**src/pvgb_pkg.sv**
```systemverilog
// Package for the point velocity grid binner: item types, opcodes and constants.
// No dependencies; every other source file imports it.
package pvgb_pkg;

    typedef struct packed {
        logic [1:0]         opcode;
        logic signed [19:0] x_pos;
        logic signed [19:0] y_pos;
        logic signed [15:0] velocity;
        logic [9:0]         row_select;
        logic [9:0]         col_select;
    } t_in;

    typedef struct packed {
        logic               in_grid;
        logic [9:0]         cell_row;
        logic [9:0]         cell_col;
        logic [23:0]        hit_count;
        logic signed [15:0] mean_velocity;
    } t_out;

    localparam logic [1:0] OP_ADD   = 2'd0;
    localparam logic [1:0] OP_READ  = 2'd1;
    localparam logic [1:0] OP_CLEAR = 2'd2;

    // divider operand selects
    localparam logic [2:0] DS_ROWS = 3'd0;
    localparam logic [2:0] DS_COLS = 3'd1;
    localparam logic [2:0] DS_X    = 3'd2;
    localparam logic [2:0] DS_Y    = 3'd3;
    localparam logic [2:0] DS_MEAN = 3'd4;

    localparam logic [19:0] X_SPAN  = 20'd128000;
    localparam logic [19:0] Y_SPAN  = 20'd76800;
    localparam logic [20:0] Y_MAX   = 21'd38400;
    localparam logic [23:0] HIT_MAX = 24'hFFFFFF;

    localparam logic [5:0] ITERS_COORD = 6'd20;
    localparam logic [5:0] ITERS_MEAN  = 6'd40;

    localparam logic [2:0] REG_ADDR_CELL_SIZE = 3'd0;

    typedef struct packed {
        logic       load;
        logic       div_start;
        logic [2:0] div_sel;
        logic       check;
        logic       addr;
        logic       rd;
        logic       upd;
        logic       clr_rst;
        logic       clr_wr;
        logic       out_load;
    } t_cmd;

    typedef struct packed {
        logic [1:0] op;
        logic       div_done;
        logic       ok;
        logic       cnt_zero;
        logic       clr_last;
    } t_stat;

endpackage

```
**src/pvgb_ctrl.sv**
```systemverilog
// Controller: sequences divisions, store access, clearing and result handoff.
// Depends on pvgb_pkg.
module pvgb_ctrl (
    input  logic            i_clk,
    input  logic            i_rst_n,
    input  logic            i_in_valid,
    input  logic [1:0]      i_opcode,
    output logic            o_in_ready,
    output logic            o_out_valid,
    input  logic            i_out_ready,
    output pvgb_pkg::t_cmd  o_cmd,
    input  pvgb_pkg::t_stat i_stat
);
    import pvgb_pkg::*;

    localparam logic [4:0] S_CLR   = 5'd0;
    localparam logic [4:0] S_IDLE  = 5'd1;
    localparam logic [4:0] S_ROWS  = 5'd2;
    localparam logic [4:0] S_WROWS = 5'd3;
    localparam logic [4:0] S_COLS  = 5'd4;
    localparam logic [4:0] S_WCOLS = 5'd5;
    localparam logic [4:0] S_X     = 5'd6;
    localparam logic [4:0] S_WX    = 5'd7;
    localparam logic [4:0] S_Y     = 5'd8;
    localparam logic [4:0] S_WY    = 5'd9;
    localparam logic [4:0] S_CHECK = 5'd10;
    localparam logic [4:0] S_ADDR  = 5'd11;
    localparam logic [4:0] S_RD    = 5'd12;
    localparam logic [4:0] S_UPD   = 5'd13;
    localparam logic [4:0] S_MEAN  = 5'd14;
    localparam logic [4:0] S_WMEAN = 5'd15;
    localparam logic [4:0] S_FIN   = 5'd16;

    logic [4:0] r_state;
    logic [4:0] n_state;
    logic       r_report;
    logic       n_report;
    logic       r_out_valid;
    logic       n_out_valid;
    t_cmd       w_cmd;

    always_comb begin
        n_state  = r_state;
        n_report = r_report;
        w_cmd    = '0;
        case (r_state)
            S_CLR: begin
                w_cmd.clr_wr = 1'b1;
                if (i_stat.clr_last) begin
                    n_state = r_report ? S_FIN : S_IDLE;
                end
            end
            S_IDLE: begin
                if (i_in_valid) begin
                    w_cmd.load = 1'b1;
                    case (i_opcode)
                        OP_ADD, OP_READ: n_state = S_ROWS;
                        OP_CLEAR: begin
                            w_cmd.clr_rst = 1'b1;
                            n_report      = 1'b1;
                            n_state       = S_CLR;
                        end
                        default: n_state = S_FIN;
                    endcase
                end
            end
            S_ROWS: begin
                w_cmd.div_start = 1'b1;
                w_cmd.div_sel   = DS_ROWS;
                n_state         = S_WROWS;
            end
            S_WROWS: if (i_stat.div_done) n_state = S_COLS;
            S_COLS: begin
                w_cmd.div_start = 1'b1;
                w_cmd.div_sel   = DS_COLS;
                n_state         = S_WCOLS;
            end
            S_WCOLS: begin
                if (i_stat.div_done) begin
                    n_state = (i_stat.op == OP_ADD) ? S_X : S_CHECK;
                end
            end
            S_X: begin
                w_cmd.div_start = 1'b1;
                w_cmd.div_sel   = DS_X;
                n_state         = S_WX;
            end
            S_WX: if (i_stat.div_done) n_state = S_Y;
            S_Y: begin
                w_cmd.div_start = 1'b1;
                w_cmd.div_sel   = DS_Y;
                n_state         = S_WY;
            end
            S_WY: if (i_stat.div_done) n_state = S_CHECK;
            S_CHECK: begin
                w_cmd.check = 1'b1;
                n_state     = S_ADDR;
            end
            S_ADDR: begin
                w_cmd.addr = 1'b1;
                n_state    = S_RD;
            end
            S_RD: begin
                w_cmd.rd = i_stat.ok;
                n_state  = S_UPD;
            end
            S_UPD: begin
                w_cmd.upd = 1'b1;
                n_state   = S_MEAN;
            end
            S_MEAN: begin
                if (i_stat.ok && !i_stat.cnt_zero) begin
                    w_cmd.div_start = 1'b1;
                    w_cmd.div_sel   = DS_MEAN;
                    n_state         = S_WMEAN;
                end else begin
                    n_state = S_FIN;
                end
            end
            S_WMEAN: if (i_stat.div_done) n_state = S_FIN;
            S_FIN: begin
                if (!r_out_valid || i_out_ready) begin
                    w_cmd.out_load = 1'b1;
                    n_report       = 1'b0;
                    n_state        = S_IDLE;
                end
            end
            default: n_state = S_IDLE;
        endcase
    end

    always_comb begin
        n_out_valid = r_out_valid;
        if (w_cmd.out_load) begin
            n_out_valid = 1'b1;
        end else if (i_out_ready) begin
            n_out_valid = 1'b0;
        end
    end

    always_ff @(posedge i_clk) begin
        if (!i_rst_n) begin
            r_state     <= S_CLR;
            r_report    <= 1'b0;
            r_out_valid <= 1'b0;
        end else begin
            r_state     <= n_state;
            r_report    <= n_report;
            r_out_valid <= n_out_valid;
        end
    end

    assign o_cmd       = w_cmd;
    assign o_in_ready  = (r_state == S_IDLE);
    assign o_out_valid = r_out_valid;

    a_div_not_instant: assert property (@(posedge i_clk) disable iff (!i_rst_n)
        w_cmd.div_start |=> !i_stat.div_done)
        else $error("divider finished one cycle after start");
    a_no_accept_clear: assert property (@(posedge i_clk) disable iff (!i_rst_n)
        (r_state == S_CLR) |-> !o_in_ready)
        else $error("input ready during clearing pass");
    a_no_overwrite: assert property (@(posedge i_clk) disable iff (!i_rst_n)
        w_cmd.out_load |-> (!r_out_valid || i_out_ready))
        else $error("result overwritten before taken");
endmodule
```
**config.mk**
```make
export PLATFORM = sky130hd
export DESIGN_NAME = pvgb_ctrl
export DESIGN_NICKNAME = d
export VERILOG_FILES = /design/src/pvgb_pkg.sv /design/src/pvgb_ctrl.sv
export SDC_FILE = /design/constraint.sdc
export NUM_CORES = 1
export LEC_CHECK = 0
export ABC_AREA = 1
export BUFFER_PORTS_ARGS = -buffer_cell sky130_fd_sc_hd__buf_2
export CORE_MARGIN = 5
export CORE_UTILIZATION = 45
export CTS_BUF_LIST = sky130_fd_sc_hd__clkbuf_8
export DETAILED_ROUTE_END_ITERATION = 8
export HOLD_SLACK_MARGIN = 0.02
export PLACE_DENSITY = 0.75
export SYNTH_ARGS = -nofsm -noshare
export SYNTH_HDL_FRONTEND = slang
export SYNTH_SLANG_ARGS = --single-unit
```
**constraint.sdc**
```tcl
create_clock -name i_clk -period 1.6 [get_ports i_clk]
set_input_delay 0.16 -clock i_clk [delete_from_list [all_inputs] [get_ports i_clk]]
set_output_delay 0.16 -clock i_clk [all_outputs]
set_load 0.02 [all_outputs]
```
==> metrics.md, run 1 <==
| Metric | Value |
|---|---|
| Post-synthesis sequential area ratio | `0.1753` |
| Final Cycle Share | `0.9577` |
| CTS tree | `done` |
| Crit Path Category | `reg -> out` |
| R2R setup slack | `0.17 ns` |
| Pwr dens | `1230 nW/µm²` |
| Avg WL per Cell | `10.85 µm` |
| Clock Pin Slew Worst Setup and Hold Paths | `0.04 ns` |
| Via count | `between 800 and 900` |
| Total die area | `approximately 2700 µm²` |
| Commonest non-fill, non-tap cells in the layout | `nand2_1 (29), buf_2 (25), nor2_1 (18)` |
| Clk sinks | `7` |
| Io pins | `26` |
| Commonest non-fill, non-tap cell in the layout | `nand2_1` |
| Post-layout minimum cycle time | `1.532 ns` |
| H-tree level count | `1` |
| GP Congestion | `a little under 0.9` |
| Peak supply drop | `0.5973 mV` |
| Initial antenna violation count | `0` |
| Clk_skew | `0.001249 ns` |
| DP Wirelength | `1.671 mm` |
| Synth Cell Area | `between 700 and 800 µm²` |
| Hold Vio Cnt, Final | `0` |
| Layout cells sized above 1 | `0.4076` |
| Max capacitance violation total | `0` |
| Vias in the first global route | `808` |
| Worst slew pin tran | `0.2366 ns` |
| Post-CTS setup buffer count | `0` |
| Synth cell types | `26` |
| CP max stage delay | `0.40 ns` |
| Worst-case clock buffer depth | `2` |
| Arrival @ worst endpoint | `1.37 ns` |
| Family with the most delay on the worst path | `simple AND/OR/NAND/NOR gates` |
| Area Overhead vs Synth | `25.04%` |
| Hold/Removal Path Class | `in -> reg` |
| Reg2reg path depth | `9` |
| Crit-path max FO | `7` |
| Worst Setup EP | `o_cmd[2]` |
| DP Area | `between 900 and 1000 µm²` |
| Aggregate global routing overflow | `0` |
| Ys Warns | `0` |
| Max Slew Vio Count | `0` |
| Drt drc | `0` |
| RSZ-0062 raised after global routing | `false` |
| FP Rows | `15` |
| Leak Pwr | `0.5224 nW` |
| Reg2Reg Launch Point | `r_state[4]$_SDFFE_PN0P_` |
| Slowest cell on the critical path | `dfxtp_4` |
| Final WL | `slightly below 2 mm` |
| Setup violation total in the final timing report | `0` |
| First-pass GRT wire length | `3.298 mm` |
| Cell taking the most area after synthesis | `dfxtp_1` |
| Startpoint types | `flip-flop` |
| Synth area leaders | `dfxtp_1 (18%), nand2_1 (14%), nand3_1 (8.8%), nor2_1 (8.5%), nor2_4 (8.5%)` |
| Routed Antenna Nets | `0` |
| Chip width | `52.15 µm` |
| Element type at the critical path end | `output pin` |
| Fmax | `between 600 and 700 MHz` |
| Worst path depth | `5` |
| Yosys top cell area share | `0.1753` |
| Nets@finish | `between 150 and 200` |
| Initial Util | `0.4681` |
| # diodes | `0` |
| Relative max-transition margin | `0.8409` |
| Nets in the synthesized netlist | `between 100 and 150` |
| CP Cell Sequence | `inv_2 > nor2_2 > nand3_2 > nor4_2 > buf_2` |
| Number of I/O port buffers | `25` |
| Worst-Skew Late Latency | `approximately 0.23 ns` |
| Clk root buf | `clkbuf_8` |
| Gate Count Post-Synth | `129` |
| GRT Util Overall | `0.1624` |
| Tot Pwr | `1.230 mW` |
| Via-to-Cell Ratio | `between 4 and 5` |
| Setup TNS | `0 ns` |
| RR Endpoint | `r_state[3]$_SDFFE_PN0P_` |
| Core footprint | `about 1700 µm²` |
| Num CTS Buffers | `3` |
| Drt pass-1 iters | `4` |
| Req. time, crit path | `1.44 ns` |
| Largest net degree at the start of global routing | `12` |
| Post-route cell area | `999.7 µm²` |
| Register bit count reported by yosys | `7` |
| Worst Setup SP | `r_state[0]$_SDFFE_PN0P_` |
| Synthesized area per cell | `roughly 6.2 µm²` |
| Die Height | `52.15 µm` |
| Outcome | `complete, no violations` |
| Starting DRC count in detailed routing | `20` |
| Bufs and invs on worst path | `2` |
## final cells by class
| cell class | count | area, µm² |
|---|---|---|
| fill | 180 | 708.2 |
| multi-input combinational | 98 | 555.5 |
| sequential | 7 | 147.6 |
| timing repair buffer | 27 | 140.1 |
| inverter | 21 | 80.08 |
| clock buffer | 3 | 41.29 |
| tap | 25 | 31.28 |
| clock inverter | 1 | 3.754 |
## metal layers
metal	up-vias	GRT usage	wire length, µm
li1	465	-	-
met3	4	0.03438	139
met2	29	0.2720	922
met5	-	0	0
met4	0	0.08936	36
met1	385	0.1906	875
## where the power goes
part / total, mW / switching (mW) / internal [mW]
Combinational: 0.716 / 0.474 / 0.242
Sequential: 0.275 / 0.0608 / 0.214
Clock: 0.239 / 0.0735 / 0.166
## logic make-up after synthesis
kind of cell           Yosys count  synth area share
DFF                              7            0.1753
buffers and inverters           24            0.1377
and+or+nand+nor                 88            0.6166
AOI/OAI and AO/OA               10           0.07042
## registers in the layout, indices dropped and copies added (netlist names)
| register | flops |
|---|---|
| r_state | 5 |
| o_out_valid | 1 |
| r_report | 1 |
## repair_timing
| action | CTS | global route |
|---|---|---|
| setup endpoints to repair | 2 | 6 |
| hold buffers | 0 | 0 |
| gates resized for setup | 1 | 5 |
| hold endpoints to repair | 0 | 0 |
## worst min-delay path: stages
cell	delay [ns]
buf_2	0.11
nand2_1	0.06
nor2_1	0.04
## metrics by stage
stage / hold slack [ns] / instances / setup slack, ns / utilization
2_1_floorplan: 0.2858 / 129 / 0.1955 / -
3_3_place_gp: 0.4228 / 178 / 0.1470 / 0.5509
3_5_place_dp: 0.4210 / 178 / 0.09062 / 0.5509
4_1_cts: 0.1777 / 182 / 0.005848 / 0.5780
5_1_grt: 0.2182 / 182 / 0.003792 / 0.5853
6_report: 0.1779 / 182 / 0.06765 / 0.5853
## cell usage after synthesis (all sizes together)
master  count
nand3b      1
or2         1
buf         3
nand4       1
o21ai       2
clkinv      1
dfxtp       7
o31ai       1
a21oi       7
nor2       29
nand3      18
nor4        1
nor3        4
inv        20
nand2      33
## worst min path at each step
| stage | slack [ns] | to | from | depth (start not counted) |
|---|---|---|---|---|
| floorplan | 0.29 | r_state[0]$_SDFFE_PN0P_ | i_rst_n | 2 |
| global placement | 0.42 | r_state[0]$_SDFFE_PN0P_ | i_rst_n | 3 |
| detailed placement | 0.42 | r_state[0]$_SDFFE_PN0P_ | i_rst_n | 3 |
| CTS | 0.18 | r_state[0]$_SDFFE_PN0P_ | i_rst_n | 3 |
| global route | 0.22 | r_state[0]$_SDFFE_PN0P_ | i_rst_n | 3 |
| finish | 0.18 | r_state[0]$_SDFFE_PN0P_ | i_rst_n | 3 |
(Power assumes the default switching activity.)
==> run 2, diff against run 1 <==
--- a/config.mk
+++ b/config.mk
@@ -5,14 +5,13 @@
 export SDC_FILE = /design/constraint.sdc
 export NUM_CORES = 1
 export LEC_CHECK = 0
-export ABC_AREA = 1
 export BUFFER_PORTS_ARGS = -buffer_cell sky130_fd_sc_hd__buf_2
 export CORE_MARGIN = 5
 export CORE_UTILIZATION = 45
 export CTS_BUF_LIST = sky130_fd_sc_hd__clkbuf_8
 export DETAILED_ROUTE_END_ITERATION = 8
 export HOLD_SLACK_MARGIN = 0.02
-export PLACE_DENSITY = 0.75
+export PLACE_DENSITY = 0.77
 export SYNTH_ARGS = -nofsm -noshare
 export SYNTH_HDL_FRONTEND = slang
 export SYNTH_SLANG_ARGS = --single-unit
==> metrics.md, run 2 <==
| Metric | Value |
|---|---|
| Core footprint | `1506 µm² (was 1708 µm²)` |
| # diodes | `0 (unchanged)` |
| Total die area | `2474 µm² (was 2720 µm²)` |
| Max reg flops | `5 (unchanged)` |
| Dpl cells | `142 (was 178)` |
| Crit-path max FO | `6 (was 7)` |
| Final worst slack | `-0.09192 ns (was 0.06765 ns)` |
| Largest Register | `r_state (unchanged)` |
| Routed Antenna Nets | `0 (unchanged)` |
| Area Overhead vs Synth | `60.74% (was 25.04%)` |
| GP Congestion | `0.8666 (was 0.8902)` |
| Yosys top cell area share | `0.1972 (was 0.1753)` |
| Slowest cell on the critical path | `or3_4 (was dfxtp_4)` |
| Synthesized area per cell | `7.403 µm² (was 6.198 µm²)` |
| Element type at the critical path end | `output pin (unchanged)` |
| Leak Pwr | `0.5081 nW (was 0.5224 nW)` |
| Setup TNS | `-0.2343 ns (was 0 ns)` |
| Top_reg_cell synth | `dfxtp_1 (unchanged)` |
| Arrival @ worst endpoint | `1.53 ns (was 1.37 ns)` |
| Relative max-transition margin | `0.7674 (was 0.8409)` |
| Most frequent cell after synthesis | `inv_1 (was nand2_1)` |
| CP Cell Sequence | `or3_4 > or3_4 > nor2_4 > buf_6 (was inv_2 > nor2_2 > nand3_2 > nor4_2 > buf_2)` |
| Gate Count Post-Synth | `96 (was 129)` |
| Vias in the first global route | `884 (was 808)` |
| FF+latch area | `153.9 µm² (was 147.6 µm²)` |
| Synth Cell Area | `710.7 µm² (was 799.5 µm²)` |
| Die Height | `49.74 µm (was 52.15 µm)` |
| Via count | `924 (was 883)` |
| Chip width | `49.74 µm (was 52.15 µm)` |
| Failing checks | `negative setup slack` |
| Post-synthesis sequential area ratio | `0.1972 (was 0.1753)` |
| Post-layout minimum cycle time | `1.692 ns (was 1.532 ns)` |
| Clk sinks | `7 (unchanged)` |
| Crit Path Category | `reg -> out (unchanged)` |
| Pwr dens | `679.5 nW/µm² (was 1230 nW/µm²)` |
| Peak supply drop | `0.4401 mV (was 0.5973 mV)` |
| Asr flop ratio synth | `0 (unchanged)` |
| Ys Warns | `0 (unchanged)` |
| Final cell count without fillers | `152 (was 182)` |
| CTS tree | `done (unchanged)` |
| Synth area leaders | `dfxtp_1 (20%), a21oi_1 (4.9%), inv_1 (4.8%), nor3_1 (4.2%), buf_2 (3.5%) (was dfxtp_1 (18%), nand2_1 (14%), nand3_1 (8.8%), nor2_1 (8.5%), nor2_4 (8.5%))` |
| Req. time, crit path | `1.44 ns (about the same)` |
| Outcome | `finished, violations left (was complete, no violations)` |
| Hold/Removal Path Class | `in -> reg (unchanged)` |
| Clock Pin Slew Worst Setup and Hold Paths | `0.04 ns (about the same)` |
| Final Cycle Share | `1.057 (was 0.9577)` |
| Cell taking the most area after synthesis | `dfxtp_1 (unchanged)` |
| Starting DRC count in detailed routing | `29 (was 20)` |
| Commonest non-fill, non-tap cell in the layout | `buf_4 (was nand2_1)` |
| Num CTS Buffers | `3 (unchanged)` |
| Aggregate global routing overflow | `0 (unchanged)` |
| Clk root buf | `clkbuf_8 (unchanged)` |
| Fmax | `591.0 MHz (was 652.6 MHz)` |
| Commonest non-fill, non-tap cells in the layout | `buf_4 (27), buf_2 (16), inv_1 (10) (was nand2_1 (29), buf_2 (25), nor2_1 (18))` |
| GRT Util Overall | `0.2011 (was 0.1624)` |
| Io pins | `26 (unchanged)` |
| Final WL | `2.631 mm (was 1.974 mm)` |
| Critical Path Most Common Cell | `or3_4` |
| FILL cells | `107 (was 180)` |
| Worst-case clock buffer depth | `2 (unchanged)` |
| Worst slew pin tran | `0.3490 ns (was 0.2366 ns)` |
| Number of I/O port buffers | `25 (unchanged)` |
| Initial antenna violation count | `0 (unchanged)` |
| Post-synth top cells | `inv_1 (9), a21oi_1 (7), dfxtp_1 (7) (was nand2_1 (29), nor2_1 (18), inv_1 (15))` |
| Avg WL per Cell | `17.31 µm (was 10.85 µm)` |
| Clk_skew | `0.001087 ns (was 0.001249 ns)` |
| Post-layout util | `0.7583 (was 0.5853)` |
| Max Slew Vio Count | `0 (unchanged)` |
| CP max stage delay | `0.38 ns (was 0.40 ns)` |
| H-tree level count | `1 (unchanged)` |
| Area of the multi-input gates | `579.3 µm² (was 555.5 µm²)` |
| Initial Util | `0.4718 (was 0.4681)` |
| Worst-Skew Late Latency | `0.23 ns (about the same)` |
| Largest net degree at the start of global routing | `11 (was 12)` |
| Drt drc | `0 (unchanged)` |
| Startpoint types | `flip-flop (unchanged)` |
| RSZ-0062 raised after global routing | `true (was false)` |
| FP Rows | `14 (was 15)` |
| Via-to-Cell Ratio | `6.079 (was 4.852)` |
| Nets@finish | `149 (was 170)` |
| Drt pass-1 iters | `4 (unchanged)` |
| EDFF count, synth | `0 (unchanged)` |
| Layout cells sized above 1 | `0.5809 (was 0.4076)` |
| Setup violation total in the final timing report | `7 (was 0)` |
| First-pass GRT wire length | `3.864 mm (was 3.298 mm)` |
| Max capacitance violation total | `0 (unchanged)` |
| Synth cell types | `43 (was 26)` |
| Register bit count reported by yosys | `7 (unchanged)` |
| Hold Vio Cnt, Final | `0 (unchanged)` |
| DP Wirelength | `1.669 mm (was 1.671 mm)` |
| Nets in the synthesized netlist | `108 (was 141)` |
[run 2: cell families after synthesis]
family                    count (synthesis)  share of synthesized area
AOI/OAI and AO/OA                        24                     0.2659
buffers and inverters                    19                     0.1250
and+or+nand+nor                          43                     0.3732
muxes                                     1                    0.01409
DFF                                       7                     0.1972
xor gates and xnor gates                  2                    0.02465
[run 2: what timing repair did]
item	CTS	global route
gates resized for setup	12	27
buffers inserted	5	1
setup endpoints to repair	14	13
hold buffers	0	0
pin swaps	0	4
[run 2: metal layers]
| layer | track usage | share of wire |
|---|---|---|
| met3 | 0.05422 | 0.071 |
| met2 | 0.3623 | 0.54 |
| met1 | 0.2142 | 0.37 |
| met4 | 0.08734 | 0.027 |
| met5 | 0 | 0 |
[run 2: final cells by class]
type | count | share of cell area
Inverter | 9 | 0.02957
Timing Repair Buffer | 46 | 0.2716
Sequential cell | 7 | 0.1347
Clock inverter | 1 | 0.003286
Multi-Input combinational cell | 70 | 0.5071
Tap cell | 16 | 0.01752
Clock buffer | 3 | 0.03614
[run 2: worst paths after layout]
check | startpoint | endpoint | slack [ns] | cells after the start
max reg2reg | r_state[2]$_SDFFE_PN0P_ | r_state[4]$_SDFFE_PN0P_ | -0.05 | 5
max | r_state[2]$_SDFFE_PN0P_ | o_cmd[0] | -0.09 | 4
min | i_rst_n | r_report$_SDFFE_PN0P_ | 0.24 | 2
min reg2reg | r_report$_SDFFE_PN0P_ | r_report$_SDFFE_PN0P_ | 0.58 | 1
[run 2: through the flow]
step	instance area (µm²)	setup WS, ns	power, mW	hold WS [ns]
global route	1142	-0.1262	0.8137	0.2367
finish	1142	-0.09192	0.7762	0.2366
detailed placement	920.9	-0.04758	0.4662	0.4739
CTS	1031	-0.09699	0.7283	0.2296
global placement	920.9	0.01605	0.4617	0.4553
floorplan	718.2	0.03502	0.3704	0.3019
[run 2: worst max-delay path: cells and delay by family, from the launching register on]
family	cells	cell delay, ns
buf+inv	1	0.12
flops	1	0.36
simple gates	3	0.82
[run 2: power by group]
part | internal [mW] | switching (mW)
registers | 0.186 | 0.0239
clock network | 0.167 | 0.0892
logic | 0.142 | 0.168
==> run 3, diff against run 2 <==
--- a/config.mk
+++ b/config.mk
@@ -11,7 +11,7 @@
 export CTS_BUF_LIST = sky130_fd_sc_hd__clkbuf_8
 export DETAILED_ROUTE_END_ITERATION = 8
 export HOLD_SLACK_MARGIN = 0.02
-export PLACE_DENSITY = 0.77
+export PLACE_DENSITY_LB_ADDON = 0.12
 export SYNTH_ARGS = -nofsm -noshare
 export SYNTH_HDL_FRONTEND = slang
 export SYNTH_SLANG_ARGS = --single-unit
==> metrics.md, run 3 (synthesis results as in run 2) <==
| Metric | Value |
|---|---|
| Hold/Removal Path Class | `in -> reg (unchanged)` |
| Bufs and invs on worst path | `1 (unchanged)` |
| GP Congestion | `0.7982 (was 0.8666)` |
| Clk_skew | `0.006471 ns (was 0.001087 ns)` |
| Io pins | `26 (unchanged)` |
| Core footprint | `1506 µm² (unchanged)` |
| FP Rows | `14 (unchanged)` |
| Setup violation total in the final timing report | `2 (was 7)` |
| Initial antenna violation count | `0 (unchanged)` |
| Req. time, crit path | `1.44 ns (about the same)` |
| Via-to-Cell Ratio | `5.975 (was 6.079)` |
| Largest net degree at the start of global routing | `10 (was 11)` |
| Max capacitance violation total | `0 (unchanged)` |
| GRT Util Overall | `0.1769 (was 0.2011)` |
| Worst-Skew Late Latency | `0.23 ns (about the same)` |
| Relative max-transition margin | `0.7399 (was 0.7674)` |
| Final worst slack | `-0.08707 ns (was -0.09192 ns)` |
| Drt drc | `0 (unchanged)` |
| Die Height | `49.74 µm (unchanged)` |
| Worst slew pin tran | `0.3893 ns (was 0.3490 ns)` |
| Startpoint types | `flip-flop (unchanged)` |
| CP max stage delay | `0.39 ns (was 0.38 ns)` |
| Critical Path Most Common Cell | `or3_4 (unchanged)` |
| Post-layout minimum cycle time | `1.687 ns (was 1.692 ns)` |
| Pre-CTS WS | `-0.001825 ns (was -0.04758 ns)` |
| Outcome | `finished, violations left (unchanged)` |
| Leak Pwr | `0.5479 nW (was 0.5081 nW)` |
| CP Cell Sequence | `or3_4 > or3_4 > nor2_4 > buf_6 (unchanged)` |
| Max reg flops | `5 (unchanged)` |
| Area Overhead vs Synth | `73.24% (was 60.74%)` |
| Hold Slack | `0.2138 ns (was 0.2366 ns)` |
| Arrival @ worst endpoint | `1.53 ns (about the same)` |
| Layout cells sized above 1 | `0.5804 (was 0.5809)` |
| RSZ-0062 raised after global routing | `true (unchanged)` |
| First-pass GRT wire length | `3.505 mm (was 3.864 mm)` |
| Slowest cell on the critical path | `or3_4 (unchanged)` |
| Routed Antenna Nets | `0 (unchanged)` |
| Num CTS Buffers | `3 (unchanged)` |
| Clk sinks | `7 (unchanged)` |
| Starting DRC count in detailed routing | `26 (was 29)` |
| Family with the most delay on the worst path | `simple AND/OR/NAND/NOR gates (unchanged)` |
| R2R setup slack | `-0.05 ns (about the same)` |
| Tot Pwr | `0.7936 mW (was 0.7762 mW)` |
| Final Cycle Share | `1.054 (was 1.057)` |
| DP Wirelength | `1.586 mm (was 1.669 mm)` |
| Clk root buf | `clkbuf_8 (unchanged)` |
| Total die area | `2474 µm² (unchanged)` |
| Hold_buf cts | `0 (unchanged)` |
| Vias in the first global route | `793 (was 884)` |
| Worst hold start | `i_rst_n (unchanged)` |
| Post-route cell area | `1231 µm² (was 1142 µm²)` |
| Commonest non-fill, non-tap cells in the layout | `buf_4 (27), buf_2 (16), inv_1 (10), buf_6 (10), a21oi_1 (6) (was buf_4 (27), buf_2 (16), inv_1 (10))` |
| Initial Util | `0.4718 (unchanged)` |
| RR Endpoint | `r_state[3]$_SDFFE_PN0P_ (was r_state[4]$_SDFFE_PN0P_)` |
| Aggregate global routing overflow | `0 (unchanged)` |
| Final cell count without fillers | `159 (was 152)` |
| Peak supply drop | `0.5292 mV (was 0.4401 mV)` |
| Dpl cells | `141 (was 142)` |
| Crit-path max FO | `3 (was 6)` |
| Element type at the critical path end | `output pin (unchanged)` |
| Chip width | `49.74 µm (unchanged)` |
| Hold Crit Depth | `2 (unchanged)` |
| # diodes | `0 (unchanged)` |
| Setup TNS | `-0.1336 ns (was -0.2343 ns)` |
| DP Area | `913.4 µm² (was 920.9 µm²)` |
| Reg2Reg Launch Point | `r_state[2]$_SDFFE_PN0P_ (unchanged)` |
| Reg2reg path depth | `6 (was 5)` |
| Largest Register | `r_state (unchanged)` |
| H-tree level count | `1 (unchanged)` |
| Number of I/O port buffers | `25 (unchanged)` |
| Avg WL per Cell | `16.94 µm (was 17.31 µm)` |
| Hold EP | `r_report$_SDFFE_PN0P_ (unchanged)` |
| Worst-case clock buffer depth | `2 (unchanged)` |
| Commonest non-fill, non-tap cell in the layout | `buf_4 (unchanged)` |
| CTS tree | `done (unchanged)` |
| Post-layout util | `0.8173 (was 0.7583)` |
| Final WL | `2.694 mm (was 2.631 mm)` |
| Drt pass-1 iters | `4 (unchanged)` |
| Hold Vio Cnt, Final | `0 (unchanged)` |
| Crit Path Category | `reg -> out (unchanged)` |
| Via count | `950 (was 924)` |
| Fmax | `592.7 MHz (was 591.0 MHz)` |
| Max Slew Vio Count | `0 (unchanged)` |
| Pwr dens | `644.6 nW/µm² (was 679.5 nW/µm²)` |
| Clock Pin Slew Worst Setup and Hold Paths | `0.04 ns (about the same)` |
| Nets@finish | `156 (was 149)` |
| Failing checks | `negative setup slack (unchanged)` |
-- run 3: where the power goes --
group	leakage, nW	switching (mW)	internal, mW
Combinational	0.462	0.190	0.160
Sequential	0.0592	0.0120	0.182
Clock	0.0269	0.0830	0.166
-- run 3: repair_timing --
action | CTS | global route
setup endpoints to repair | 11 | 12
cloned | 0 | 0
gates resized for setup | 19 | 27
pin swaps | 2 | 9
setup buffers | 6 | 9
-- run 3: metal layers --
layer	part of all wire	GRT usage	vias up
met5	0	0	-
met4	0.020	0.01310	0
met3	0.069	0.05723	7
met2	0.53	0.3136	49
met1	0.38	0.2134	449
li1	-	-	445
-- run 3: worst reg2reg max path: cells and delay by family (launching register included) --
kind                   cells  cell delay (ns)
buffers and inverters      2             0.25
AND/OR/NAND/NOR            2             0.57
AO/OA/AOI/OAI              2             0.37
flip-flops                 1             0.35
-- run 3: cell type report --
| cell class | instances | area (µm²) |
|---|---|---|
| multi-input combinational | 70 | 585.6 |
| fill | 89 | 275.3 |
| timing repair buffer | 53 | 395.4 |
| clock buffer | 3 | 41.29 |
| sequential | 7 | 151.4 |
| inverter | 9 | 33.78 |
| clock inverter | 1 | 3.754 |
| tap | 16 | 20.02 |
-- run 3: worst max path at each step --
stage,startpoint,end,slack [ns],depth (start not counted)
6_report,r_state[2]$_SDFFE_PN0P_,o_cmd[0],-0.09,4
5_1_grt,r_state[2]$_SDFFE_PN0P_,o_cmd[0],-0.13,4
4_1_cts,r_state[2]$_SDFFE_PN0P_,o_cmd[0],-0.08,4
3_5_place_dp,r_state[3]$_SDFFE_PN0P_,r_state[3]$_SDFFE_PN0P_,-0.002,4
3_3_place_gp,r_state[1]$_SDFFE_PN0P_,r_state[3]$_SDFFE_PN0P_,-0.01,4
2_1_floorplan,r_state[4]$_SDFFE_PN0P_,r_state[0]$_SDFFE_PN0P_,0.04,6
